File: src/rsd_pkg.sv
// ----------------------------------------------------------------------------
// rsd_pkg
// Shared types and constants of the RTP STAP-A depacketizer.
// ----------------------------------------------------------------------------
package rsd_pkg;

  // Input transaction: one RTP packet byte
  typedef struct packed {
    logic [7:0] in_byte;
    logic       in_last;
  } rsd_in_t;

  // Output transaction: one Annex-B stream byte
  typedef struct packed {
    logic [7:0] out_byte;
    logic       nal_end;
    logic       cut_short;
    logic       run_last;
  } rsd_out_t;

  // Results caused by one input byte: optional start code, optional data byte
  typedef struct packed {
    logic       has_start;
    logic       st_end;
    logic       st_cut;
    logic       has_data;
    logic [7:0] data_byte;
    logic       d_end;
    logic       d_cut;
  } rsd_desc_t;

  // Seen map: 65536 bits stored as 8192 bytes
  localparam int SEEN_WORDS = 8192;
  localparam int SEEN_AW    = $clog2(SEEN_WORDS);
  localparam int SEEN_DW    = 8;
  localparam int CLR_CNT_W  = SEEN_AW;

  // Protocol constants
  localparam logic [4:0] STAP_A_TYPE = 5'd24;
  localparam logic [4:0] SPS_TYPE    = 5'd7;
  localparam int         EXT_BIT     = 4;
  localparam logic [3:0] FIXED_LEN   = 4'd12;
  localparam logic [7:0] START_ZERO  = 8'h00;
  localparam logic [7:0] START_ONE   = 8'h01;

endpackage

File: src/rsd_out_queue.sv
// ----------------------------------------------------------------------------
// rsd_out_queue
// Two-entry result queue; expands each entry into start code and data bytes.
// ----------------------------------------------------------------------------
module rsd_out_queue import rsd_pkg::*; (
  input  logic      clk,
  input  logic      rst_n,
  input  logic      push,
  input  rsd_desc_t push_desc,
  output logic      can_push,
  output logic      out_valid,
  input  logic      out_ready,
  output rsd_out_t  out_data
);

  rsd_desc_t  s0_r, s0_nxt, s1_r, s1_nxt;
  logic [1:0] cnt_r, cnt_nxt;
  logic [2:0] pos_r, pos_nxt;
  logic       res_last, in_start, pop;

  assign can_push  = (cnt_r != 2'd2);
  assign out_valid = (cnt_r != 2'd0);

  // Current result of the head entry
  assign in_start = s0_r.has_start && !pos_r[2];
  always_comb begin
    if (s0_r.has_start) begin
      res_last = s0_r.has_data ? (pos_r == 3'd4) : (pos_r == 3'd3);
    end else begin
      res_last = 1'b1;
    end
    if (in_start) begin
      out_data.out_byte  = (pos_r == 3'd3) ? START_ONE : START_ZERO;
      out_data.nal_end   = (pos_r == 3'd3) && s0_r.st_end;
      out_data.cut_short = (pos_r == 3'd3) && s0_r.st_cut;
    end else begin
      out_data.out_byte  = s0_r.data_byte;
      out_data.nal_end   = s0_r.d_end;
      out_data.cut_short = s0_r.d_cut;
    end
    out_data.run_last = res_last;
  end

  assign pop = out_valid && out_ready && res_last;

  // Queue update
  always_comb begin
    s0_nxt  = s0_r;
    s1_nxt  = s1_r;
    cnt_nxt = cnt_r;
    pos_nxt = pos_r;
    if (out_valid && out_ready) begin
      pos_nxt = res_last ? 3'd0 : pos_r + 3'd1;
    end
    if (pop) begin
      s0_nxt = s1_r;
    end
    if (push) begin
      if ((pop && cnt_r == 2'd1) || cnt_r == 2'd0) begin
        s0_nxt = push_desc;
      end else begin
        s1_nxt = push_desc;
      end
    end
    if (push && !pop) cnt_nxt = cnt_r + 2'd1;
    if (pop && !push) cnt_nxt = cnt_r - 2'd1;
  end

  always_ff @(posedge clk) begin
    if (!rst_n) begin
      cnt_r <= 2'd0;
      pos_r <= 3'd0;
    end else begin
      cnt_r <= cnt_nxt;
      pos_r <= pos_nxt;
    end
  end

  always_ff @(posedge clk) begin
    s0_r <= s0_nxt;
    s1_r <= s1_nxt;
  end

endmodule

File: config.mk
export PLATFORM = sky130hd
export DESIGN_NAME = rsd_out_queue
export DESIGN_NICKNAME = d
export VERILOG_FILES = /design/src/rsd_pkg.sv /design/src/rsd_out_queue.sv
export SDC_FILE = /design/constraint.sdc
export NUM_CORES = 1
export LEC_CHECK = 0
export ABC_AREA = 1
export BUFFER_PORTS_ARGS = -buffer_cell sky130_fd_sc_hd__buf_2
export CORE_AREA = 2 2 56 110
export CTS_CLUSTER_SIZE = 24
export DETAILED_ROUTE_END_ITERATION = 7
export DIE_AREA = 0 0 58 112
export GPL_TIMING_DRIVEN = 1
export PLACE_DENSITY = 0.5
export SYNTH_ARGS = -nofsm -noshare
export SYNTH_HDL_FRONTEND = slang
export SYNTH_SLANG_ARGS = --single-unit
File: constraint.sdc
create_clock -name clk -period 2.35 [get_ports clk]
set_input_delay 0.47 -clock clk [delete_from_list [all_inputs] [get_ports clk]]
set_output_delay 0.47 -clock clk [all_outputs]
set_load 0.03 [all_outputs]
==> Flow_metrics.wiki <==
{| class="wikitable"
! Metric !! Value
|-
| Synthesized netlist cell count || 194
|-
| I/O pin count || 31
|-
| Postcts setup bufs || 0
|-
| Area fraction of the dominant cell type after synthesis || 0.259
|-
| Number of design rule violations left after detail routing || 0
|-
| Number of register bits inferred by synthesis || 33
|-
| Routed via count divided by cell count || 4.51
|-
| Slew Limit Fails || 0
|-
| RSZ-0062 raised after global routing || no
|-
| Commonest cells after routing, fill and taps aside || sky130_fd_sc_hd__nand2_1, sky130_fd_sc_hd__nand3_1, sky130_fd_sc_hd__buf_2
|-
| Global-route wire length before repair || 6040 um
|-
| LEAKAGE || 1.00 nW
|-
| Weighted congestion reported at the end of routability-driven placement || 0.718
|-
| Std-Cell Rows || 39
|-
| Number of global-route vias before repair || 1276
|-
| Via count || 1304
|-
| Power density cells || 1390 nW/um^2
|-
| CP endpoint kind || output port
|-
| Capture point of the worst reg-to-reg path || s1_r[6]
|-
| Placement Setup Slack || 0.485 ns
|-
| Critical Setup Path Class || register to output port
|-
| Number of buffers created by CTS || 5
|-
| Final setup violation count || 0
|-
| Floorplan core area || 5660 um^2
|-
| Period utilization || 0.900
|-
| Cell with the biggest individual delay on the critical path || sky130_fd_sc_hd__dfxtp_1
|-
| Number of nets in the final layout || 252
|-
| Clock slew at the register clock pins of the worst setup and hold paths || 0.05 ns
|-
| Initial antenna violation count || 0
|-
| Final-layout fill cell count || 592
|-
| Distinct cells, synth || 20
|-
| Sort of element at the start of the critical path || register
|-
| Number of detailed-route iterations in the first pass || 4
|-
| Arrival time at the worst endpoint || 1.65 ns
|-
| Number of buffers on the longest clock path || 2
|-
| Worst Max-Slew Pin Slew || 0.354 ns
|-
| Largest fanout on the critical path || 15
|-
| Die extent in y || 112 um
|-
| Type of the tightest min-delay check || primary input to register
|-
| Setup skew after layout || 0.00573 ns
|-
| Starting utilization of the core area || 0.287
|-
| Proportion of layout cells with a drive suffix above 1 || 0.228
|-
| CTS Root Buffer Type || sky130_fd_sc_hd__clkbuf_16
|-
| Area growth from synthesis to layout || 23.1%
|-
| Antenna Diode Count || 0
|-
| Seq/Total Area, Yosys || 0.493
|-
| Post-synth top area cell || sky130_fd_sc_hd__edfxtp_1
|-
| Synth top area cells || sky130_fd_sc_hd__edfxtp_1, sky130_fd_sc_hd__dfxtp_1, sky130_fd_sc_hd__nand2_1, sky130_fd_sc_hd__nand3_1, sky130_fd_sc_hd__ha_1
|-
| Final wirelength || 3780 um
|-
| Die span in x || 58 um
|-
| Residual overflow from global routing || 0
|-
| Required @ worst endpoint || 1.88 ns
|-
| Fin worst setup slack || 0.234 ns
|-
| Hold Crit Depth || 1
|-
| Global-route total usage across every layer || 0.128
|-
| Detail Route Antenna Nets || 0
|-
| Leading cell type in the layout, fill and taps excluded || sky130_fd_sc_hd__nand2_1
|-
| Min-delay src || push_desc[10]
|-
| Total clock sinks || 33
|-
| Largest delay share family, worst path || adder cells
|-
| Nets in the synthesized netlist || 219
|-
| Crit path largest cell delay || 0.32 ns
|-
| Slew headroom || 0.764
|-
| Path length in cells of the critical path || 6
|-
| Max-cap check violation count || 0
|-
| Buf+Inv Stages, Crit Path || 2
|-
| R2r startpoint || pos_r[0]
|-
| VDD IR-drop max || 0.884 mV
|-
| H-tree levels || 2
|-
| Number of warnings issued by yosys || 0
|-
| Cells along the critical path || ha_1 > ha_1 > nand2_1 > nand3_4 > buf_4 > buf_2
|-
| Resized Gates After CTS || 0
|-
| Total Neg Setup Slack || 0 ns
|-
| Clock latency at the later pin of the worst-skew pair || 0.28 ns
|-
| DR WL/cell || 13.1 um
|-
| Register-to-Register Path Depth || 8
|-
| Sink of the worst hold path || s1_r[10]
|-
| Time the worst path needs with I/O delays and setup || 2.12 ns
|-
| Largest net degree at the start of global routing || 19
|-
| R2r setup slk || 0.49 ns
|-
| Number of buffers added on ports || 30
|-
| Die area || 6500 um^2
|-
| Drt first-iter violations || 38
|-
| CTS tree || yes
|-
| Final Hold Vio Count || 0
|-
| Status || complete, no violations
|-
| Cell with the most instances on the worst path || sky130_fd_sc_hd__ha_1
|-
| Hold buffers post-CTS || 0
|-
| DP Wirelength || 2760 um
|-
| Average cell area after synthesis || 8.36 um^2
|-
| Maximum achievable frequency || 473 MHz
|-
| Cell area after technology mapping || 1620 um^2
|}
==> state kept, by name (all words and copies together), names as in the netlist <==
register	flops
pos_r	3
s0_r	14
s1_r	14
cnt_r	2
==> metrics by stage <==
stage	instance area, um^2	utilization	cells	hold slack [ns]	power, W
after floorplan	1620	-	194	0.447	0.00176
after global placement	1820	0.322	281	0.469	0.00202
after detailed placement	1820	0.322	281	0.477	0.00203
after CTS	2000	0.353	289	0.376	0.00282
after global routing	2000	0.353	289	0.385	0.00296
final	2000	0.353	289	0.380	0.00277
==> where the power goes <==
group	internal (W)	switching [W]
clock	0.000528	0.000245
combinational	0.000360	0.000749
sequential	0.000791	0.000100
==> metal layers <==
layer  up-vias  share of wire  global-route usage
met1       589           0.37               0.127
met2        28           0.57               0.232
met3         8          0.036              0.0290
met4         0          0.026              0.0744
li1        679              -                   -
met5         -              0                   0
==> cells by family after synthesis <==
family,count (synthesis),synth area share
flip-flops,33,0.493
adder cells (fa/ha/maj),7,0.0540
AO/OA/AOI/OAI,8,0.0262
AND/OR/NAND/NOR,113,0.322
XOR/XNOR,1,0.00540
multiplexers,1,0.00694
buffers and inverters,31,0.0917
==> Yosys cell counts <==
library cell and instances:
sky130_fd_sc_hd__buf_6 2, sky130_fd_sc_hd__nand2_1 65, sky130_fd_sc_hd__o211ai_1 1, sky130_fd_sc_hd__nor2_1 10, sky130_fd_sc_hd__o21ai_0 5, sky130_fd_sc_hd__buf_4 4, sky130_fd_sc_hd__edfxtp_1 14, sky130_fd_sc_hd__dfxtp_1 19
sky130_fd_sc_hd__nand3_2 1, sky130_fd_sc_hd__inv_1 22, sky130_fd_sc_hd__nand3_1 30, sky130_fd_sc_hd__mux2_2 1, sky130_fd_sc_hd__nor2_2 2, sky130_fd_sc_hd__buf_2 2, sky130_fd_sc_hd__xor2_1 1, sky130_fd_sc_hd__nand2_4 3
sky130_fd_sc_hd__ha_1 7, sky130_fd_sc_hd__a21oi_1 2, sky130_fd_sc_hd__nand3_4 2, sky130_fd_sc_hd__clkbuf_1 1
==> worst max path at each step <==
stage / from / end
final: pos_r[0] / out_data[0]
after global routing: pos_r[0] / out_data[0]
after CTS: pos_r[0] / out_data[0]
after detailed placement: pos_r[0] / s1_r[6]
after global placement: pos_r[0] / s1_r[9]
after floorplan: pos_r[0] / s1_r[0]
==> cell type report <==
class / count / area (um^2) / share of cell area
Multi-Input combinational cell: 130 / 673 / 0.337
Timing Repair Buffer: 35 / 188 / 0.0940
Tap cell: 61 / 76.3 / 0.0382
Sequential cell: 33 / 801 / 0.401
Clock inverter: 2 / 37.5 / 0.0188
Clock buffer: 6 / 139 / 0.0695
Inverter: 22 / 82.6 / 0.0414
Power figures use the tool's default switching activity.
